### config.mk
export PLATFORM = sky130hd
export DESIGN_NAME = ultrasonic_ranger_serial_report
export DESIGN_NICKNAME = d
export VERILOG_FILES = /design/src/hdl/usr_pkg.sv /design/src/hdl/usr_echo.sv /design/src/hdl/usr_ctrl.sv /design/src/hdl/ultrasonic_ranger_serial_report.sv
export SDC_FILE = /design/constraint.sdc
export NUM_CORES = 1
export LEC_CHECK = 0
export ABC_AREA = 1
export BUFFER_PORTS_ARGS = -buffer_cell sky130_fd_sc_hd__buf_2
export CAP_MARGIN = 25
export CORE_MARGIN = 2
export CORE_UTILIZATION = 25
export CTS_CLUSTER_SIZE = 24
export DETAILED_ROUTE_END_ITERATION = 8
export PLACE_DENSITY = 0.46
export SYNTH_ARGS = -nofsm -noshare
export SYNTH_HDL_FRONTEND = slang
export SYNTH_SLANG_ARGS = --single-unit
### constraint.sdc
create_clock -name clock -period 7.7 [get_ports clock]
set_input_delay 0.77 -clock clock [delete_from_list [all_inputs] [get_ports clock]]
set_output_delay 0.77 -clock clock [all_outputs]
set_load 0.02 [all_outputs]
### src/hdl/usr_pkg.sv
// Types, constants and helpers shared by the ultrasonic ranger modules.
`timescale 1ns / 1ps
package usr_pkg;

   localparam int MAX_DIGITS_DEF = 5;
   localparam int BCD_DIGITS     = 5;
   localparam int FRAME_BITS     = 12;
   localparam int CSR_AW         = 5;

   localparam logic [7:0] CHAR_ZERO = 8'h30;
   localparam logic [7:0] CHAR_CR   = 8'h0D;
   localparam logic [7:0] CHAR_LF   = 8'h0A;

   localparam logic [9:0]  TRIGGER_TICKS_RST = 10'd30;
   localparam logic [7:0]  TICKS_PER_CM_RST  = 8'd58;
   localparam logic [17:0] WINDOW_TICKS_RST  = 18'd50000;
   localparam logic [15:0] MAX_RANGE_RST     = 16'd400;
   localparam logic [15:0] BIT_TICKS_RST     = 16'd105;

   typedef enum logic [2:0] {
      REG_TRIGGER_TICKS = 3'd0,
      REG_TICKS_PER_CM  = 3'd1,
      REG_WINDOW_TICKS  = 3'd2,
      REG_MAX_RANGE     = 3'd3,
      REG_BIT_TICKS     = 3'd4
   } csr_reg_type;

   typedef enum logic [1:0] {
      PH_TRIGGER = 2'd0,
      PH_WINDOW  = 2'd1,
      PH_SEND    = 2'd2
   } phase_type;

   typedef struct packed {
      logic [9:0]  trigger_ticks;
      logic [7:0]  ticks_per_cm;
      logic [17:0] window_ticks;
      logic [15:0] max_range_cm;
      logic [15:0] bit_ticks;
   } cfg_type;

   typedef logic [4*BCD_DIGITS-1:0] bcd_type;

   // control from the phase sequencer to the echo measurement
   typedef struct packed {
      logic clear_capture;
      logic take;
   } meas_ctl_type;

   // limited capture, binary and BCD
   typedef struct packed {
      logic [15:0] range;
      bcd_type     bcd;
   } meas_res_type;

   function automatic bcd_type bcd_inc(input bcd_type v);
      bcd_type    r;
      logic       carry;
      logic [3:0] d;
      r     = v;
      carry = 1'b1;
      for (int i = 0; i < BCD_DIGITS; i++) begin
         d = v[4*i +: 4];
         if (carry) begin
            if (d == 4'd9) begin
               r[4*i +: 4] = 4'd0;
            end else begin
               r[4*i +: 4] = d + 4'd1;
               carry       = 1'b0;
            end
         end
      end
      return r;
   endfunction

endpackage

### src/hdl/usr_echo.sv
// Echo pulse measurement: cm prescaler, binary and BCD count, capture and range limit.
`timescale 1ns / 1ps
module usr_echo (
   input  logic                 clock,
   input  logic                 reset,
   input  logic                 enable,
   input  logic                 echo_level,
   input  logic [7:0]           ticks_per_cm,
   input  logic [15:0]          max_range_cm,
   input  usr_pkg::meas_ctl_type ctl,
   output usr_pkg::meas_res_type res
);
   import usr_pkg::*;

   logic        echo_prev_ff, echo_prev_in;
   logic [7:0]  pre_ff, pre_in;
   logic [15:0] count_ff, count_in;
   bcd_type     count_bcd_ff, count_bcd_in;
   logic [15:0] capt_ff, capt_in;
   bcd_type     capt_bcd_ff, capt_bcd_in;

   logic [15:0] capt;
   bcd_type     capt_bcd;
   logic [8:0]  pre_sum;
   logic        rise, fall;
   logic [15:0] lim;
   bcd_type     lim_bcd;

   always_comb begin
      capt     = ctl.clear_capture ? 16'd0 : capt_ff;
      capt_bcd = ctl.clear_capture ? '0 : capt_bcd_ff;
      rise     = echo_level & ~echo_prev_ff;
      fall     = ~echo_level & echo_prev_ff;
      pre_sum  = {1'b0, pre_ff} + 9'd1;
      pre_in       = pre_ff;
      count_in     = count_ff;
      count_bcd_in = count_bcd_ff;
      if (rise) begin
         pre_in       = 8'd0;
         count_in     = 16'd0;
         count_bcd_in = '0;
      end else begin
         if (fall) begin
            // capture takes the count before this tick's step
            capt     = count_ff;
            capt_bcd = count_bcd_ff;
         end
         if (pre_sum >= {1'b0, ticks_per_cm}) begin
            pre_in       = 8'd0;
            count_in     = count_ff + 16'd1;
            count_bcd_in = (count_ff == 16'hFFFF) ? '0 : bcd_inc(count_bcd_ff);
         end else begin
            pre_in = pre_sum[7:0];
         end
      end
      echo_prev_in = echo_level;

      if (capt > max_range_cm) begin
         lim     = 16'd0;
         lim_bcd = '0;
      end else begin
         lim     = capt;
         lim_bcd = capt_bcd;
      end
      capt_in     = ctl.take ? lim : capt;
      capt_bcd_in = ctl.take ? lim_bcd : capt_bcd;
      res.range   = lim;
      res.bcd     = lim_bcd;
   end

   always_ff @(posedge clock) begin
      if (reset) begin
         echo_prev_ff <= 1'b0;
         pre_ff       <= 8'd0;
         count_ff     <= 16'd0;
         count_bcd_ff <= '0;
         capt_ff      <= 16'd0;
         capt_bcd_ff  <= '0;
      end else if (enable) begin
         echo_prev_ff <= echo_prev_in;
         pre_ff       <= pre_in;
         count_ff     <= count_in;
         count_bcd_ff <= count_bcd_in;
         capt_ff      <= capt_in;
         capt_bcd_ff  <= capt_bcd_in;
      end
   end

endmodule

### src/hdl/usr_ctrl.sv
// Phase sequencer and serial transmitter of the decimal report.
`timescale 1ns / 1ps
module usr_ctrl #(
   parameter int MaxDigits = usr_pkg::MAX_DIGITS_DEF
) (
   input  logic                  clock,
   input  logic                  reset,
   input  logic                  enable,
   input  usr_pkg::cfg_type      cfg,
   input  usr_pkg::meas_res_type res,
   output usr_pkg::meas_ctl_type ctl,
   output logic                  trigger_level,
   output logic                  serial_level,
   output logic [15:0]           range_cm,
   output logic                  range_valid
);
   import usr_pkg::*;

   phase_type   phase_ff, phase_in;
   logic [17:0] timer_ff, timer_in;
   logic [15:0] bit_timer_ff, bit_timer_in;
   logic [3:0]  bit_index_ff, bit_index_in;
   logic [7:0]  tx_shift_ff, tx_shift_in;
   logic [2:0]  char_index_ff, char_index_in;
   logic [2:0]  digit_count_ff, digit_count_in;
   bcd_type     digits_ff, digits_in;
   logic        line_ff, line_in;
   logic [15:0] report_ff, report_in;

   logic [18:0] timer_sum;
   logic [16:0] bt_sum;
   logic [3:0]  ch_sum;
   logic [2:0]  pos;
   logic [3:0]  nib;
   logic [7:0]  cur_char;
   logic [2:0]  sig_count;

   // control to the echo side depends on registers only
   assign timer_sum         = {1'b0, timer_ff} + 19'd1;
   assign ctl.clear_capture = (phase_ff == PH_TRIGGER) && (timer_ff == 18'd0);
   assign ctl.take          = (phase_ff == PH_WINDOW) &&
                              (timer_sum >= {1'b0, cfg.window_ticks});

   // character at char_index: digits MSB first, then CR, then LF
   always_comb begin
      pos = digit_count_ff - 3'd1 - char_index_ff;
      nib = 4'd0;
      for (int i = 0; i < BCD_DIGITS; i++) begin
         if (pos == 3'(i)) nib = digits_ff[4*i +: 4];
      end
      if (char_index_ff < digit_count_ff) cur_char = CHAR_ZERO | {4'h0, nib};
      else if (char_index_ff == digit_count_ff) cur_char = CHAR_CR;
      else cur_char = CHAR_LF;
   end

   // significant digits of the new result, at least one, capped
   always_comb begin
      sig_count = 3'd1;
      for (int i = 1; i < BCD_DIGITS; i++) begin
         if (res.bcd[4*i +: 4] != 4'd0) sig_count = 3'(i + 1);
      end
      if (sig_count > 3'(MaxDigits)) sig_count = 3'(MaxDigits);
   end

   always_comb begin
      phase_in       = phase_ff;
      timer_in       = timer_ff;
      bit_timer_in   = bit_timer_ff;
      bit_index_in   = bit_index_ff;
      tx_shift_in    = tx_shift_ff;
      char_index_in  = char_index_ff;
      digit_count_in = digit_count_ff;
      digits_in      = digits_ff;
      line_in        = line_ff;
      report_in      = report_ff;
      trigger_level  = 1'b0;
      range_valid    = 1'b0;
      bt_sum         = {1'b0, bit_timer_ff} + 17'd1;
      ch_sum         = {1'b0, char_index_ff} + 4'd1;

      unique case (phase_ff)
         PH_TRIGGER: begin
            trigger_level = 1'b1;
            timer_in      = timer_sum[17:0];
            if (timer_sum >= 19'(cfg.trigger_ticks)) begin
               phase_in = PH_WINDOW;
               timer_in = 18'd0;
            end
         end
         PH_WINDOW: begin
            timer_in = timer_sum[17:0];
            if (ctl.take) begin
               report_in      = res.range;
               range_valid    = 1'b1;
               digits_in      = res.bcd;
               digit_count_in = sig_count;
               phase_in       = PH_SEND;
               timer_in       = 18'd0;
               char_index_in  = 3'd0;
               bit_index_in   = 4'd0;
               bit_timer_in   = 16'd0;
            end
         end
         PH_SEND: begin
            if (bit_timer_ff == 16'd0) begin
               if (bit_index_ff == 4'd0) begin
                  tx_shift_in = cur_char;
                  line_in     = 1'b0;
               end else begin
                  line_in     = tx_shift_ff[0];
                  tx_shift_in = {1'b1, tx_shift_ff[7:1]};
               end
               bit_index_in = bit_index_ff + 4'd1;
            end
            if (bt_sum >= {1'b0, cfg.bit_ticks}) begin
               bit_timer_in = 16'd0;
               if (bit_index_in >= 4'(FRAME_BITS)) begin
                  bit_index_in = 4'd0;
                  if (ch_sum >= {1'b0, digit_count_ff} + 4'd2) begin
                     char_index_in = 3'd0;
                     phase_in      = PH_TRIGGER;
                     timer_in      = 18'd0;
                     line_in       = 1'b1;
                  end else begin
                     char_index_in = ch_sum[2:0];
                  end
               end
            end else begin
               bit_timer_in = bt_sum[15:0];
            end
         end
         default: begin
            phase_in = PH_TRIGGER;
            timer_in = 18'd0;
         end
      endcase

      serial_level = line_in;
      range_cm     = report_in;
   end

   always_ff @(posedge clock) begin
      if (reset) begin
         phase_ff       <= PH_TRIGGER;
         timer_ff       <= 18'd0;
         bit_timer_ff   <= 16'd0;
         bit_index_ff   <= 4'd0;
         tx_shift_ff    <= 8'hFF;
         char_index_ff  <= 3'd0;
         digit_count_ff <= 3'd0;
         line_ff        <= 1'b1;
         report_ff      <= 16'd0;
      end else if (enable) begin
         phase_ff       <= phase_in;
         timer_ff       <= timer_in;
         bit_timer_ff   <= bit_timer_in;
         bit_index_ff   <= bit_index_in;
         tx_shift_ff    <= tx_shift_in;
         char_index_ff  <= char_index_in;
         digit_count_ff <= digit_count_in;
         line_ff        <= line_in;
         report_ff      <= report_in;
      end
   end

   // digit store: written at each completion before any read
   always_ff @(posedge clock) begin
      if (enable) digits_ff <= digits_in;
   end

endmodule

### src/hdl/ultrasonic_ranger_serial_report.sv
// Top level of the ultrasonic ranger with serial decimal report.
// An accepted request's result appears on rsp_* in the cycle after it is accepted.
// Throughput: one request per cycle unless the sink stalls a held result; each
//   request is one microsecond tick; counters, BCD step and serial shifter all advance on it.
// Reset: synchronous, active high; registers return to their documented
//   values, except the result data and the digit store, and the result register empties.
`timescale 1ns / 1ps
module ultrasonic_ranger_serial_report #(
   parameter int MaxDigits = usr_pkg::MAX_DIGITS_DEF
) (
   input  logic                      clock,
   input  logic                      reset,
   // request channel
   input  logic                      req_tvalid,
   output logic                      req_tready,
   input  logic [7:0]                req_tdata,   // [0] echo_level, [7:1] zero
   // result channel
   output logic                      rsp_tvalid,
   input  logic                      rsp_tready,
   // [0] trigger_level, [1] serial_level, [17:2] range_cm, [18] range_valid, [23:19] zero
   output logic [23:0]               rsp_tdata,
   // configuration port
   input  logic                      csr_psel,
   input  logic                      csr_penable,
   input  logic                      csr_pwrite,
   input  logic [usr_pkg::CSR_AW-1:0] csr_paddr,
   input  logic [31:0]               csr_pwdata,
   output logic [31:0]               csr_prdata,
   output logic                      csr_pready
);
   import usr_pkg::*;

   cfg_type      cfg_ff;
   logic         csr_wr;
   csr_reg_type  csr_sel;

   logic         accept;
   logic         rsp_valid_ff, rsp_valid_in;
   logic [23:0]  rsp_data_ff;

   meas_ctl_type ctl;
   meas_res_type res;
   logic         trig_n, serial_n, valid_n;
   logic [15:0]  range_n;

   // ---------------------------------------------------------------
   // Configuration registers. Zero in a timing register behaves as one
   // by way of the >= compares downstream, so no fixup is needed here.
   // ---------------------------------------------------------------
   assign csr_pready = 1'b1;
   assign csr_wr     = csr_psel & csr_penable & csr_pwrite & csr_pready;
   assign csr_sel    = csr_reg_type'(csr_paddr[CSR_AW-1:2]);

   always_ff @(posedge clock) begin
      if (reset) begin
         cfg_ff.trigger_ticks <= TRIGGER_TICKS_RST;
         cfg_ff.ticks_per_cm  <= TICKS_PER_CM_RST;
         cfg_ff.window_ticks  <= WINDOW_TICKS_RST;
         cfg_ff.max_range_cm  <= MAX_RANGE_RST;
         cfg_ff.bit_ticks     <= BIT_TICKS_RST;
      end else if (csr_wr) begin
         unique case (csr_sel)
            REG_TRIGGER_TICKS: cfg_ff.trigger_ticks <= csr_pwdata[9:0];
            REG_TICKS_PER_CM:  cfg_ff.ticks_per_cm  <= csr_pwdata[7:0];
            REG_WINDOW_TICKS:  cfg_ff.window_ticks  <= csr_pwdata[17:0];
            REG_MAX_RANGE:     cfg_ff.max_range_cm  <= csr_pwdata[15:0];
            REG_BIT_TICKS:     cfg_ff.bit_ticks     <= csr_pwdata[15:0];
            default: ;
         endcase
      end
   end

   always_comb begin
      unique case (csr_sel)
         REG_TRIGGER_TICKS: csr_prdata = {22'd0, cfg_ff.trigger_ticks};
         REG_TICKS_PER_CM:  csr_prdata = {24'd0, cfg_ff.ticks_per_cm};
         REG_WINDOW_TICKS:  csr_prdata = {14'd0, cfg_ff.window_ticks};
         REG_MAX_RANGE:     csr_prdata = {16'd0, cfg_ff.max_range_cm};
         REG_BIT_TICKS:     csr_prdata = {16'd0, cfg_ff.bit_ticks};
         default:           csr_prdata = 32'd0;
      endcase
   end

   // ---------------------------------------------------------------
   // Handshake: the result register frees up in the same cycle it is
   // drained, so a request is taken every cycle unless the sink stalls
   // with a result still held.
   // ---------------------------------------------------------------
   assign req_tready = ~rsp_valid_ff | rsp_tready;
   assign accept     = req_tvalid & req_tready;

   // echo measurement: prescaler, count (binary + BCD), capture, limit
   usr_echo u_echo (
      .clock        (clock),
      .reset        (reset),
      .enable       (accept),
      .echo_level   (req_tdata[0]),
      .ticks_per_cm (cfg_ff.ticks_per_cm),
      .max_range_cm (cfg_ff.max_range_cm),
      .ctl          (ctl),
      .res          (res)
   );

   // phase sequencer and UART-style transmitter
   usr_ctrl #(
      .MaxDigits (MaxDigits)
   ) u_ctrl (
      .clock         (clock),
      .reset         (reset),
      .enable        (accept),
      .cfg           (cfg_ff),
      .res           (res),
      .ctl           (ctl),
      .trigger_level (trig_n),
      .serial_level  (serial_n),
      .range_cm      (range_n),
      .range_valid   (valid_n)
   );

   // result register
   always_comb begin
      if (accept) rsp_valid_in = 1'b1;
      else if (rsp_tready) rsp_valid_in = 1'b0;
      else rsp_valid_in = rsp_valid_ff;
   end

   always_ff @(posedge clock) begin
      if (reset) rsp_valid_ff <= 1'b0;
      else rsp_valid_ff <= rsp_valid_in;
   end

   always_ff @(posedge clock) begin
      if (accept) rsp_data_ff <= {5'd0, valid_n, range_n, serial_n, trig_n};
   end

   assign rsp_tvalid = rsp_valid_ff;
   assign rsp_tdata  = rsp_data_ff;

endmodule

## Yosys cells after proc, flatten, opt, wreduce, memory -nomap -nowiden

Cells that the tools add are included.

- Output and inout bits: 59
- Flip-flop bits (word level): 260
- Word-level logic and storage cells: 210
- Input bits: 52
- Memories: 0
- Memory bits (read-only): 0
- Bits in writable memories: 0
- Bits in latches: 0

- Eq/ne operators: 22
- Multiply operators: 0
- Div/mod/pow operators: 0
- Mux-type cells: 93
- Shifts and indexed selects: 0
- Add/sub/neg operators: 14
- Bitwise operators: 9
- $lt $le $gt $ge: 9
- Reduce and logical (&&, ||, !) cells: 35

Operators by type and width:

| kind | count |
|---|---|
| 16-bit two-way mux | 11 |
| 20-bit two-way mux | 8 |
| 18-bit two-way mux | 5 |
| 18-bit one-hot mux with 5 select lines | 1 |
| 4-bit two-way mux | 19 |
| 18-bit one-hot mux with 3 select lines | 1 |
| 8-bit two-way mux | 4 |
| 16-bit one-hot mux with 2 select lines | 1 |
| 1-bit two-way mux | 25 |
| 4-bit by 1-bit adder with 4-bit output, second input constant | 6 |
| 3-bit two-way mux | 8 |
| 3-bit AND reduction | 7 |
| 4-bit == test, second input constant | 5 |
| 18-bit by 1-bit adder with 19-bit output, second input constant | 1 |
| 19-bit by 10-bit greater-or-equal comparator with 1-bit output | 1 |
| 19-bit by 18-bit greater-or-equal comparator with 1-bit output | 1 |
| 18-bit logical NOT | 1 |
| 16-bit by 1-bit adder with 17-bit output, second input constant | 1 |
| 17-bit by 16-bit greater-or-equal comparator with 1-bit output | 1 |
| 16-bit by 1-bit adder with 16-bit output, second input constant | 1 |
| 16-bit == test, second input constant | 1 |
| 16-bit greater-than comparator | 1 |
| 16-bit logical NOT | 1 |
| 4-bit nonzero test | 4 |
| 35 further kinds | 67 |

## Logic depth before layout (Yosys ltp)

Gate-level depths: netlist of run 1.

- Word-level depth: 17
- Gate-level depth with buffers: 24
- Depth with buffers taken out: 23

## Cells and area by module

Synthesis of run 1 repeated with hierarchy kept, for this count alone.

- Cells, all modules: 2460
- Area, all modules: 16528.4 sq um

Modules (own cells, without submodules):

| module | cells each | sequential area each (sq um) | times used | area an instance (sq um) |
|---|---|---|---|---|
| usr_ctrl | 1012 | 2021.9 | 1 | 6886.6 |
| usr_echo | 878 | 1621.6 | 1 | 5585.4 |
| ultrasonic_ranger_serial_report | 570 | 1951.9 | 1 | 4056.4 |

## Worst setup path after synthesis of run 1

Ideal clock, no wire load.

- Path type: input to register
- Start: in req_tdata[0]
- End: reg u_ctrl.digits_ff[6] (data pin)
- Arrival time: 3171 ps
- Data required time: 7441 ps
- Library setup time: 259 ps
- Cell stages on the path: 18
- Buffers on the path: 4
- Path slack: 4271 ps
- Cells stage by stage: nor2_1 inv_1 clkbuf_1 clkbuf_1 nand3_1 nand2_1 ha_1 nand2_1 inv_1 o21ai_0 a21oi_1 nor2_1 nand2_1 nand2_1 inv_2 clkbuf_1 buf_2 a21oi_1

RTL lines:

| item | RTL line | source |
|---|---|---|
| start: declaration | ultrasonic_ranger_serial_report.sv:16 | `input logic [7:0] req_tdata,` |
| end signal: assignment | usr_ctrl.sv:168 | `if (enable) digits_ff <= digits_in;` |
| end: declaration | usr_ctrl.sv:26 | `bcd_type digits_ff, digits_in;` |

## Worst setup path in the final report of run 1

- Start: reg u_ctrl.phase_ff[1]
- End: reg u_ctrl.report_ff[13]

- Longest elaborated chain between the ends: 9
- Elaborated cells on any way between the ends: 11
- Classes of those cells: 1 x order compare; 1 x eq/ne; 6 x mux; 3 x reduce/logical

Ends and longest elaborated chain:

| item | RTL line | source |
|---|---|---|
| start: declaration | usr_ctrl.sv:19 | `phase_type phase_ff, phase_in;` |
| start signal: assignment | usr_ctrl.sv:154 | `phase_ff <= phase_in;` |
| 2-bit logical NOT | usr_ctrl.sv:40 | `assign ctl.clear_capture = (phase_ff == PH_TRIGGER) && (timer_ff == 18'd0);` |
| 1-bit logical AND | usr_ctrl.sv:40 |  |
| 16-bit two-way mux | usr_echo.sv:30 | `capt = ctl.clear_capture ? 16'd0 : capt_ff;` |
| 16-bit two-way mux | usr_echo.sv:43 | `if (fall) begin` |
| 16-bit two-way mux | usr_echo.sv:38 | `if (rise) begin` |
| 16-bit greater-than comparator | usr_echo.sv:58 | `if (capt > max_range_cm) begin` |
| 16-bit two-way mux | usr_echo.sv:58 |  |
| 16-bit two-way mux | usr_ctrl.sv:92 | `if (ctl.take) begin` |
| 16-bit two-way mux (*) | usr_ctrl.sv:81 | `unique case (phase_ff)` |
| end signal: assignment | usr_ctrl.sv:162 | `report_ff <= report_in;` |
| end: declaration | usr_ctrl.sv:28 | `logic [15:0] report_ff, report_in;` |

Every way passes the cells marked *; elsewhere a longest branch is shown, timed or not.
A chain may end at the register's enable or synchronous reset.

==> impl_metrics.py, run 1 <==
metrics = {
    "place": {
        "dp.cells": 2869,
        "post-place-ws_ns": 2.75,
        "gp_congestion": 0.861,
        "hpwl_um": 33200,
        "portBuffers": 67,
    },
    "synthesis": {
        "ys_warn_count": 0,
        "synthCells": 2100,
        "synth_top_area_cell": "dfxtp_1",
        "syn_avg_cell_area_um2": 7.14,
        "ys.flop_type": "dfxtp_1",
        "synth_top_area_share": 0.295,
        "synth_area_mm2": 0.0150,
        "synth.area.top_cells": "dfxtp_1 30%, nand2_1 9.5%, ha_1 7.9%, edfxtp_1 7.8%, a21oi_1 7.3%",
        "ys_types": 54,
        "ys_ff_latch": 260,
        "seq_area_frac_synth": 0.373,
        "async_flop_share": 0,
        "synth_enable_flop_cells": 39,
    },
    "grt": {
        "grt.overflow.total": 0,
        "grt_max_degree": 80,
        "grt_pass1_vias": 12900,
        "antenna_found_initial": 0,
        "grt.total_usage": 0.144,
        "grt_pass1_wl_um": 72100,
    },
    "cells_and_area": {
        "antenna_cells": 0,
        "multiInputGateArea_mm2": 0.00782,
        "syn2layout_area_growth_pct": 12.7,
        "fin_cells": 2920,
        "final_nets": 2277,
        "seqCellArea_mm2": 0.00560,
        "layout-drive-gt1-share": 0.0764,
        "layout_common_cells": "378 x nand2_1, 292 x inv_1, 221 x dfxtp_1",
        "fillers": 6425,
        "final_common_cell": "nand2_1",
    },
    "timing": {
        "setup_ws_ns": 2.86,
        "clock_skew_ns": 0.00939,
        "worstMarginPinSlew_ns": 0.976,
        "setup_viol": 0,
        "min_period_over_period": 0.629,
        "setup_tns_ns": 0,
        "finalMaxSlewViolations": 0,
        "rsz0062_at_grt": "no",
        "hold_violations": 0,
        "max_freq_mhz": 207,
        "period_minus_slack_ns": 4.84,
        "slew_headroom": 0.349,
    },
    "worst_hold_path": {
        "hold_depth": 2,
        "hold_start": "u_ctrl.report_ff[14]$_SDFFE_PP0P_",
        "holdPathEnd": "u_ctrl.report_ff[14]$_SDFFE_PP0P_",
        "hold_class": "reg2reg",
    },
    "worst_setup_path": {
        "reg2reg_from": "u_ctrl.phase_ff[1]$_SDFFE_PP0P_",
        "crit_path_top_delay_cell": "a31oi_1",
        "critPathKind": "reg2reg",
        "max_stage_delay_ns": 0.85,
        "crit_arrival_ns": 5.34,
        "crit_path_cell_trace": "nor2_1 -> nand2_1 -> nor2_1 -> nand3_2 -> a31oi_1 -> ha_1 -> o21bai_1 -> nand2_1 -> nand2_1 -> nand2_1 -> nand2_1 -> nand2_1 -> nand2_1 -> nand2_1 -> inv_2 -> a21oi_1 -> o21ai_0 -> a21oi_1",
        "reg2reg_to": "u_ctrl.report_ff[13]$_SDFFE_PP0P_",
        "r2r_cells": 18,
        "critPathTopFamily": "simple AND/OR/NAND/NOR gates",
        "critPathBufInv": 1,
        "cp-end-kind": "flip-flop",
        "start_kind": "flip-flop",
        "worstPathRequired_ns": 8.20,
        "r2r_slack_ns": 2.86,
        "path_max_fanout": 37,
        "cpMostUsedCell": "nand2_1",
    },
    "route": {
        "viasPerCell": 4.69,
        "antenna_left": 0,
        "wirelength_um": 45900,
        "drt_iter0_drc": 732,
        "drc": 0,
        "via_count": 13700,
        "wire_per_inst_um": 15.7,
        "drt-pass1-iter-count": 5,
    },
    "cts": {
        "clock-sinks": 260,
        "path_clk_slew_ns": 0.06,
        "cts_tree": "yes",
        "clkLatencyLatePin_ns": 0.57,
        "cts_made_buffers": 31,
        "post_cts_buffers": 0,
        "cts_resized": 0,
        "htree_levels": 1,
        "cts_buffer_depth": 3,
        "cts_root_buf": "clkbuf_16",
        "holdBufCountCts": 0,
    },
    "floorplan": {
        "io_pins": 111,
        "die_height_um": 249,
        "core-area_mm2": 0.0591,
        "rows": 89,
        "start_util": 0.254,
        "die-area_mm2": 0.0620,
        "die_w_um": 249,
    },
    "power_and_ir_drop": {
        "intPower_uw": 2330,
        "p_per_area_mw_per_mm2": 189,
        "sw_frac_of_total": 0.272,
        "power_uw": 3200,
        "pwr-share-comb": 0.103,
        "p_seq_frac": 0.444,
        "peakVddDrop_mv": 0.170,
        "power.leakage_uw": 0.00705,
        "power.switching_uw": 870,
        "p_clk_frac": 0.453,
    },
    "job": {
        "max_cap_violations": 0,
    },
    "outcome": {
        "outcome": "complete, no violations",
    },
}
-- routing by layer --
layer | share of wire | vias up | global-route usage
li1 | - | 6984 | -
met1 | 0.47 | 6421 | 0.193
met2 | 0.48 | 223 | 0.248
met3 | 0.034 | 57 | 0.0149
met4 | 0.017 | 0 | 0.0324
met5 | 0 | - | 0
-- how the worst max path moves through the flow --
stage	slack [ns]	to	cells past startpoint	startpoint
3_3_place_gp	2.69	rsp_tdata[13]$_DFFE_PP_	18	u_ctrl.phase_ff[1]$_SDFFE_PP0P_
4_1_cts	2.75	rsp_tdata[13]$_DFFE_PP_	18	u_ctrl.phase_ff[1]$_SDFFE_PP0P_
2_1_floorplan	4.27	u_ctrl.digits_ff[6]$_DFFE_PP_	18	req_tdata[0]
3_5_place_dp	2.75	u_ctrl.report_ff[13]$_SDFFE_PP0P_	18	u_ctrl.phase_ff[1]$_SDFFE_PP0P_
6_report	2.86	u_ctrl.report_ff[13]$_SDFFE_PP0P_	18	u_ctrl.phase_ff[1]$_SDFFE_PP0P_
5_1_grt	2.44	rsp_tdata[13]$_DFFE_PP_	16	u_ctrl.phase_ff[1]$_SDFFE_PP0P_
-- area by class of cell --
cell class,instances,area share
Tap cell,773,0.0572
Clock inverter,15,0.00933
Clock buffer,36,0.0482
Multi-Input combinational cell,1458,0.463
Inverter,300,0.0668
Timing Repair Buffer,78,0.0249
Sequential cell,260,0.331
-- per-stage QoR --
stage	util	instance area, µm²	hold WS, ns
after detailed placement	0.269	15900	0.441
after floorplan	-	15100	0.425
final	0.286	16900	0.447
after global placement	0.269	15900	0.435
after CTS	0.286	16900	0.450
after global routing	0.286	16900	0.470
-- power by group through the flow --
stage | Sequential, µW | Clock [µW] | Combinational [µW]
after floorplan | 1450 | 0 | 232
after global placement | 1450 | 0 | 328
after detailed placement | 1450 | 0 | 331
after CTS | 1420 | 1500 | 332
after global routing | 1430 | 1540 | 369
final | 1420 | 1450 | 330
-- logic make-up (layout without fill, tap and decap cells) --
group | Yosys count | after routing | synth area share
DFF | 260 | 260 | 0.373
AOI/OAI and AO/OA | 469 | 469 | 0.169
other | 2 | 20 | 0.000501
xor gates and xnor gates | 35 | 35 | 0.0204
buffers and inverters | 400 | 429 | 0.110
adders and majority gates | 96 | 96 | 0.0806
and+or+nand+nor | 838 | 838 | 0.246
-- worst min-delay path, stage by stage, from the launching register on --
cell and delay, ns:
dfxtp_1 0.30, inv_1 0.05, a21oi_1 0.05
-- cells in the mapped netlist (2+ instances only) --
library cell / count
buf_6: 4
or2_0: 2
o21ai_0: 173
o21bai_1: 2
o21ai_1: 5
a211oi_1: 8
edfxtp_1: 39
o211ai_1: 19
nand3_2: 2
inv_2: 3
dfxtp_1: 221
nor3_1: 30
a31oi_1: 5
nor2_2: 10
a21oi_1: 220
nor2_1: 202
buf_2: 14
nand3b_1: 6
nand2_1: 379
nor3b_1: 11
clkinv_1: 3
nand2_2: 7
conb_1: 2
o221ai_1: 9
o31ai_1: 2
or2_2: 2
nand2_4: 3
nand3_1: 125
o22ai_1: 8
nor3_2: 3
buf_4: 23
xor2_1: 34
clkbuf_1: 53
buf_1: 5
ha_1: 95
o21a_1: 3
nand4_1: 47
inv_1: 293
nor4_1: 4
a221oi_1: 10
-- sequential cells by signal, indices dropped and copies added, names as in the netlist, 16 cells and up --
signal,cells
cfg_ff,68
u_echo.count_ff,16
u_ctrl.bit_timer_ff,16
u_ctrl.digits_ff,20
u_echo.capt_ff,16
rsp_tdata,19
u_ctrl.timer_ff,18
u_echo.count_bcd_ff,20
u_echo.capt_bcd_ff,20
u_ctrl.report_ff,16
(Power assumes the default switching activity.)
==> inputs of run 2 (changes only) <==
PLACE_DENSITY = 0.47   (was 0.46)
clock period = 4.25 ns   (was 7.7 ns; I/O delays follow)
==> impl_metrics.py, run 2 (synthesis results as in run 1) <==
metrics = {
    "outcome": {
        "outcome": "complete, no violations",
    },
    "power_and_ir_drop": {
        "peakVddDrop_mv": 0.193,
        "power.leakage_uw": 0.00727,
        "p_per_area_mw_per_mm2": 357,
    },
    "worst_hold_path": {
        "hold_depth": 3,
        "hold_class": "in2reg",
    },
    "cells_and_area": {
        "syn2layout_area_growth_pct": 15.6,
        "largest_register": "cfg_ff",
        "final_common_cell": "nand2_1",
        "antenna_cells": 0,
        "final_nets": 2303,
        "fin_cells": 2954,
        "multiInputGateArea_mm2": 0.00782,
        "layout_common_cells": "378 x nand2_1, 292 x inv_1, 221 x dfxtp_1",
        "fillers": 6337,
        "seqCellArea_mm2": 0.00560,
        "layout-drive-gt1-share": 0.0876,
        "largest_reg_flops": 68,
    },
    "route": {
        "drt-pass1-iter-count": 5,
        "drc": 0,
        "viasPerCell": 4.69,
        "via_count": 13800,
        "antenna_left": 0,
        "highest_layer": "met4",
        "dr_wl_met3_um": 1780,
        "wirelength_um": 46200,
        "met1_length_um": 21900,
        "wl_met2_um": 21400,
        "wire_per_inst_um": 15.6,
        "drt_iter0_drc": 715,
    },
    "worst_setup_path": {
        "critPathBufInv": 4,
        "cp-end-kind": "flip-flop",
        "start_kind": "flip-flop",
        "worstPathRequired_ns": 4.71,
        "critPathKind": "reg2reg",
        "r2r_cells": 20,
        "max_stage_delay_ns": 0.39,
        "critPathTopFamily": "simple AND/OR/NAND/NOR gates",
        "crit_path_cell_trace": "ha_1 -> inv_1 -> nor2_2 -> nand3_2 -> clkinv_1 -> nand2_1 -> nand2_1 -> inv_1 -> ha_1 -> nand2_1 -> nor2_1 -> nand3_1 -> nand3_1 -> nand3b_1 -> nand2_2 -> nand3_4 -> buf_4 -> nor2_1 -> nand3_1 -> a21oi_1",
        "crit_arrival_ns": 4.15,
        "path_max_fanout": 21,
        "path_depth": 20,
        "crit_path_top_delay_cell": "dfxtp_1",
    },
    "floorplan": {
        "die_height_um": 249,
        "die_w_um": 249,
        "core-area_mm2": 0.0591,
        "die-area_mm2": 0.0620,
        "rows": 89,
        "io_pins": 111,
        "start_util": 0.254,
    },
    "timing": {
        "hold_ws_ns": 0.172,
        "clock_skew_ns": 0.0125,
        "setup_viol": 0,
        "max_freq_mhz": 271,
        "hold_violations": 0,
        "rsz0062_at_grt": "no",
        "period_minus_slack_ns": 3.69,
        "slew_headroom": 0.375,
        "min_period_over_period": 0.869,
        "setup_tns_ns": 0,
        "worstMarginPinSlew_ns": 0.937,
        "finalMaxSlewViolations": 0,
    },
    "place": {
        "gp_congestion": 0.879,
        "hpwl_um": 34000,
        "portBuffers": 67,
        "dp.cells": 2891,
    },
    "cts": {
        "cts_made_buffers": 34,
        "clkLatencyLatePin_ns": 0.54,
        "cts_tree": "yes",
        "cts_resized": 0,
        "post_cts_buffers": 0,
        "cts_root_buf": "clkbuf_16",
        "holdBufCountCts": 0,
        "path_clk_slew_ns": 0.06,
        "clock-sinks": 260,
        "htree_levels": 2,
        "cts_buffer_depth": 3,
    },
    "job": {
        "max_cap_violations": 0,
    },
    "grt": {
        "grt_pass1_wl_um": 72800,
        "grt_pass1_vias": 13000,
        "grt.overflow.total": 0,
        "grt.total_usage": 0.146,
        "grt_max_degree": 84,
        "antenna_found_initial": 0,
    },
}
run 2: changes by cell type in the layout (fill, tap and decap cells not counted), sizes merged:
| cell | before | now |
|---|---|---|
| buf | 78 | 101 |
| bufinv | 3 | 2 |
| clkbuf | 36 | 51 |
| clkinv | 12 | 10 |
| inv | 298 | 297 |
run 2: final cells by class:
cell class,count,area share
timing repair buffer,101,0.0380
tap,773,0.0558
sequential,260,0.323
multi-input combinational,1458,0.451
inverter,300,0.0652
clock buffer,51,0.0605
clock inverter,11,0.00628
run 2: metal layers:
metal | vias up | track usage
met4 | 0 | 0.0442
li1 | 7049 | -
met5 | - | 0
met3 | 65 | 0.0211
met2 | 245 | 0.245
met1 | 6486 | 0.195
run 2: worst reg2reg max path, cell delays in order (launching register included):
cell	delay, ns
dfxtp_1	0.39
ha_1	0.25
inv_1	0.07
nor2_2	0.26
nand3_2	0.17
clkinv_1	0.09
nand2_1	0.05
nand2_1	0.17
inv_1	0.09
ha_1	0.29
nand2_1	0.09
nor2_1	0.15
nand3_1	0.10
nand3_1	0.11
nand3b_1	0.14
nand2_2	0.16
nand3_4	0.24
buf_4	0.33
nor2_1	0.21
nand3_1	0.14
a21oi_1	0.14
run 2: report_power, final:
part / internal, µW / switching [µW]
Sequential: 2540 / 33.7
Clock: 1830 / 1160
Combinational: 176 / 454
Total: 4540 / 1650
run 2: worst paths after layout:
check                                    from                               endpoint  slack (ns)
max           u_ctrl.timer_ff[1]$_SDFFE_PP0P_  u_ctrl.digit_count_ff[1]$_SDFFE_PP0P_        0.56
min                            csr_pwdata[16]                cfg_ff[48]$_SDFFE_PP0P_        0.17
max reg2reg   u_ctrl.timer_ff[1]$_SDFFE_PP0P_  u_ctrl.digit_count_ff[1]$_SDFFE_PP0P_        0.56
min reg2reg  u_ctrl.report_ff[6]$_SDFFE_PP0P_       u_ctrl.report_ff[6]$_SDFFE_PP0P_        0.44
run 2: stage by stage:
stage          worst slack [ns]   util  instance area, µm²  total power, µW
4_1_cts                   0.545  0.293               17300             6280
5_1_grt                   0.201  0.293               17300             6450
6_report                  0.555  0.293               17300             6190
3_5_place_dp              0.561  0.273               16100             3250
3_3_place_gp              0.607  0.273               16100             3240
2_1_floorplan              1.02      -               15100             3050
==> inputs of run 3 (changes only) <==
BUFFER_PORTS_ARGS = -buffer_cell sky130_fd_sc_hd__buf_4   (was -buffer_cell sky130_fd_sc_hd__buf_2)
PLACE_DENSITY = 0.46   (was 0.47)
clock period = 4.6 ns   (was 4.25 ns; I/O delays follow)
==> impl_metrics.py, run 3 (synthesis results as in run 1) <==
metrics = {
    "floorplan": {
        "die-area_mm2": 0.0620,
        "io_pins": 111,
        "die_height_um": 249,
        "die_w_um": 249,
        "start_util": 0.254,
        "rows": 89,
        "core-area_mm2": 0.0591,
    },
    "power_and_ir_drop": {
        "p_per_area_mw_per_mm2": 320,
        "p_clk_frac": 0.464,
        "p_seq_frac": 0.431,
        "power.leakage_uw": 0.00720,
        "peakVddDrop_mv": 0.233,
        "sw_frac_of_total": 0.265,
        "pwr-share-comb": 0.105,
        "intPower_uw": 4060,
        "power.switching_uw": 1470,
    },
    "worst_setup_path": {
        "worstPathRequired_ns": 4.85,
        "reg2reg_to": "rsp_tdata[6]$_DFFE_PP_",
        "crit_arrival_ns": 4.16,
        "path_max_fanout": 37,
        "critPathKind": "reg2reg",
        "cp-end-kind": "flip-flop",
        "start_kind": "flip-flop",
        "reg2reg_from": "u_ctrl.timer_ff[0]$_SDFFE_PP0P_",
        "r2r_cells": 21,
        "r2r_slack_ns": 0.69,
    },
    "place": {
        "gp_congestion": 0.865,
        "portBuffers": 67,
        "hpwl_um": 33700,
        "post-place-ws_ns": 0.697,
    },
    "grt": {
        "grt_pass1_wl_um": 72700,
        "antenna_found_initial": 0,
        "grt.total_usage": 0.145,
        "grt.overflow.total": 0,
        "grt_max_degree": 62,
        "grt_pass1_vias": 13100,
    },
    "timing": {
        "finalMaxSlewViolations": 0,
        "rsz0062_at_grt": "no",
        "max_freq_mhz": 255,
        "worstMarginPinSlew_ns": 0.867,
        "setup_viol": 0,
        "setup_tns_ns": 0,
        "clock_skew_ns": 0.0112,
        "slew_headroom": 0.422,
        "min_period_over_period": 0.851,
        "period_minus_slack_ns": 3.91,
        "hold_violations": 0,
        "setup_ws_ns": 0.686,
    },
    "cts": {
        "cts_made_buffers": 31,
        "cts_buffer_depth": 3,
        "post_cts_buffers": 0,
        "cts_tree": "yes",
        "path_clk_slew_ns": 0.06,
        "clkLatencyLatePin_ns": 0.57,
        "htree_levels": 1,
        "cts_root_buf": "clkbuf_16",
        "clock-sinks": 260,
        "cts_resized": 0,
        "holdBufCountCts": 0,
    },
    "worst_hold_path": {
        "holdPathEnd": "cfg_ff[24]$_SDFFE_PP1P_",
        "hold_depth": 3,
        "hold_class": "in2reg",
        "hold_start": "csr_pwdata[8]",
    },
    "route": {
        "antenna_left": 0,
        "drc": 0,
        "drt-pass1-iter-count": 5,
        "wirelength_um": 46000,
        "viasPerCell": 4.66,
        "drt_iter0_drc": 777,
        "via_count": 13700,
        "wire_per_inst_um": 15.7,
    },
    "cells_and_area": {
        "antenna_cells": 0,
        "layout-drive-gt1-share": 0.0844,
        "syn2layout_area_growth_pct": 15.2,
        "largest_register": "cfg_ff",
        "final_nets": 2291,
        "largest_reg_flops": 68,
        "final_common_cell": "nand2_1",
        "layout_common_cells": "378 x nand2_1, 292 x inv_1, 221 x dfxtp_1",
    },
    "job": {
        "max_cap_violations": 0,
    },
    "outcome": {
        "outcome": "complete, no violations",
    },
}
## run 3: changes by cell type in the layout (fill, tap and decap cells not counted)
cell | previous run | this run
clkbuf_16 | 37 | 31
bufinv_16 | 2 | 4
clkinv_2 | 3 | 9
clkbuf_8 | 7 | 6
buf_16 | 2 | 0
clkbuf_1 | 7 | 2
buf_12 | 2 | 1
buf_4 | 31 | 91
clkinv_1 | 6 | 5
buf_2 | 66 | 0
## run 3: per-layer routing
layer	track usage	part of all wire	up-vias
met1	0.196	0.48	6345
met2	0.242	0.46	257
met5	0	0	-
met3	0.0180	0.039	56
li1	-	-	7030
met4	0.0416	0.023	0
## run 3: worst max-delay path by stage
stage	startpoint	endpoint	slack (ns)	cells past startpoint
3_3_place_gp	u_ctrl.timer_ff[0]$_SDFFE_PP0P_	rsp_tdata[6]$_DFFE_PP_	0.73	21
6_report	u_ctrl.timer_ff[0]$_SDFFE_PP0P_	rsp_tdata[6]$_DFFE_PP_	0.69	21
5_1_grt	u_ctrl.timer_ff[0]$_SDFFE_PP0P_	u_ctrl.char_index_ff[0]$_SDFFE_PP0P_	0.34	21
2_1_floorplan	u_ctrl.timer_ff[0]$_SDFFE_PP0P_	u_ctrl.digits_ff[6]$_DFFE_PP_	1.37	22
3_5_place_dp	u_ctrl.timer_ff[0]$_SDFFE_PP0P_	u_ctrl.report_ff[14]$_SDFFE_PP0P_	0.70	20
4_1_cts	u_ctrl.timer_ff[0]$_SDFFE_PP0P_	u_ctrl.report_ff[14]$_SDFFE_PP0P_	0.64	20
## run 3: final cells by class
cell class                      count  area (µm²)
Inverter                          300        1130
Fill cell                        6369       41900
Timing Repair Buffer               92         703
Clock inverter                     18         195
Sequential cell                   260        5600
Clock buffer                       39         866
Tap cell                          773         967
Multi-Input combinational cell   1458        7820
## run 3: power groups by stage
stage	logic, µW	clock network [µW]	registers (µW)
6_report	579	2560	2380
5_1_grt	644	2740	2380
4_1_cts	584	2640	2380
3_5_place_dp	582	0	2430
3_3_place_gp	576	0	2430
2_1_floorplan	388	0	2430
## run 3: per-stage QoR
step,cell area (µm²),power [µW],hold slack [ns],std cells,utilization
3_5_place_dp,16200,3010,0.439,2883,0.274
6_report,17300,5520,0.156,2940,0.292
2_1_floorplan,15100,2820,0.425,2118,-
5_1_grt,17300,5770,0.136,2940,0.292
4_1_cts,17300,5610,0.122,2940,0.292
3_3_place_gp,16200,3000,0.435,2883,0.274
## run 3: critical path, stage by stage, from the launching register on
cell	delay (ns)
dfxtp_1	0.42
inv_2	0.14
ha_1	0.15
nand2_1	0.07
nor3_1	0.19
nand3_2	0.40
buf_4	0.39
nand3_1	0.12
nand2_1	0.16
ha_1	0.33
nand2_1	0.05
inv_1	0.06
nand3_1	0.06
nor2_1	0.14
nand2_1	0.08
nand2_1	0.06
nand2_1	0.08
inv_2	0.08
buf_12	0.21
nor2_1	0.09
nand2_1	0.07
o21ai_0	0.22
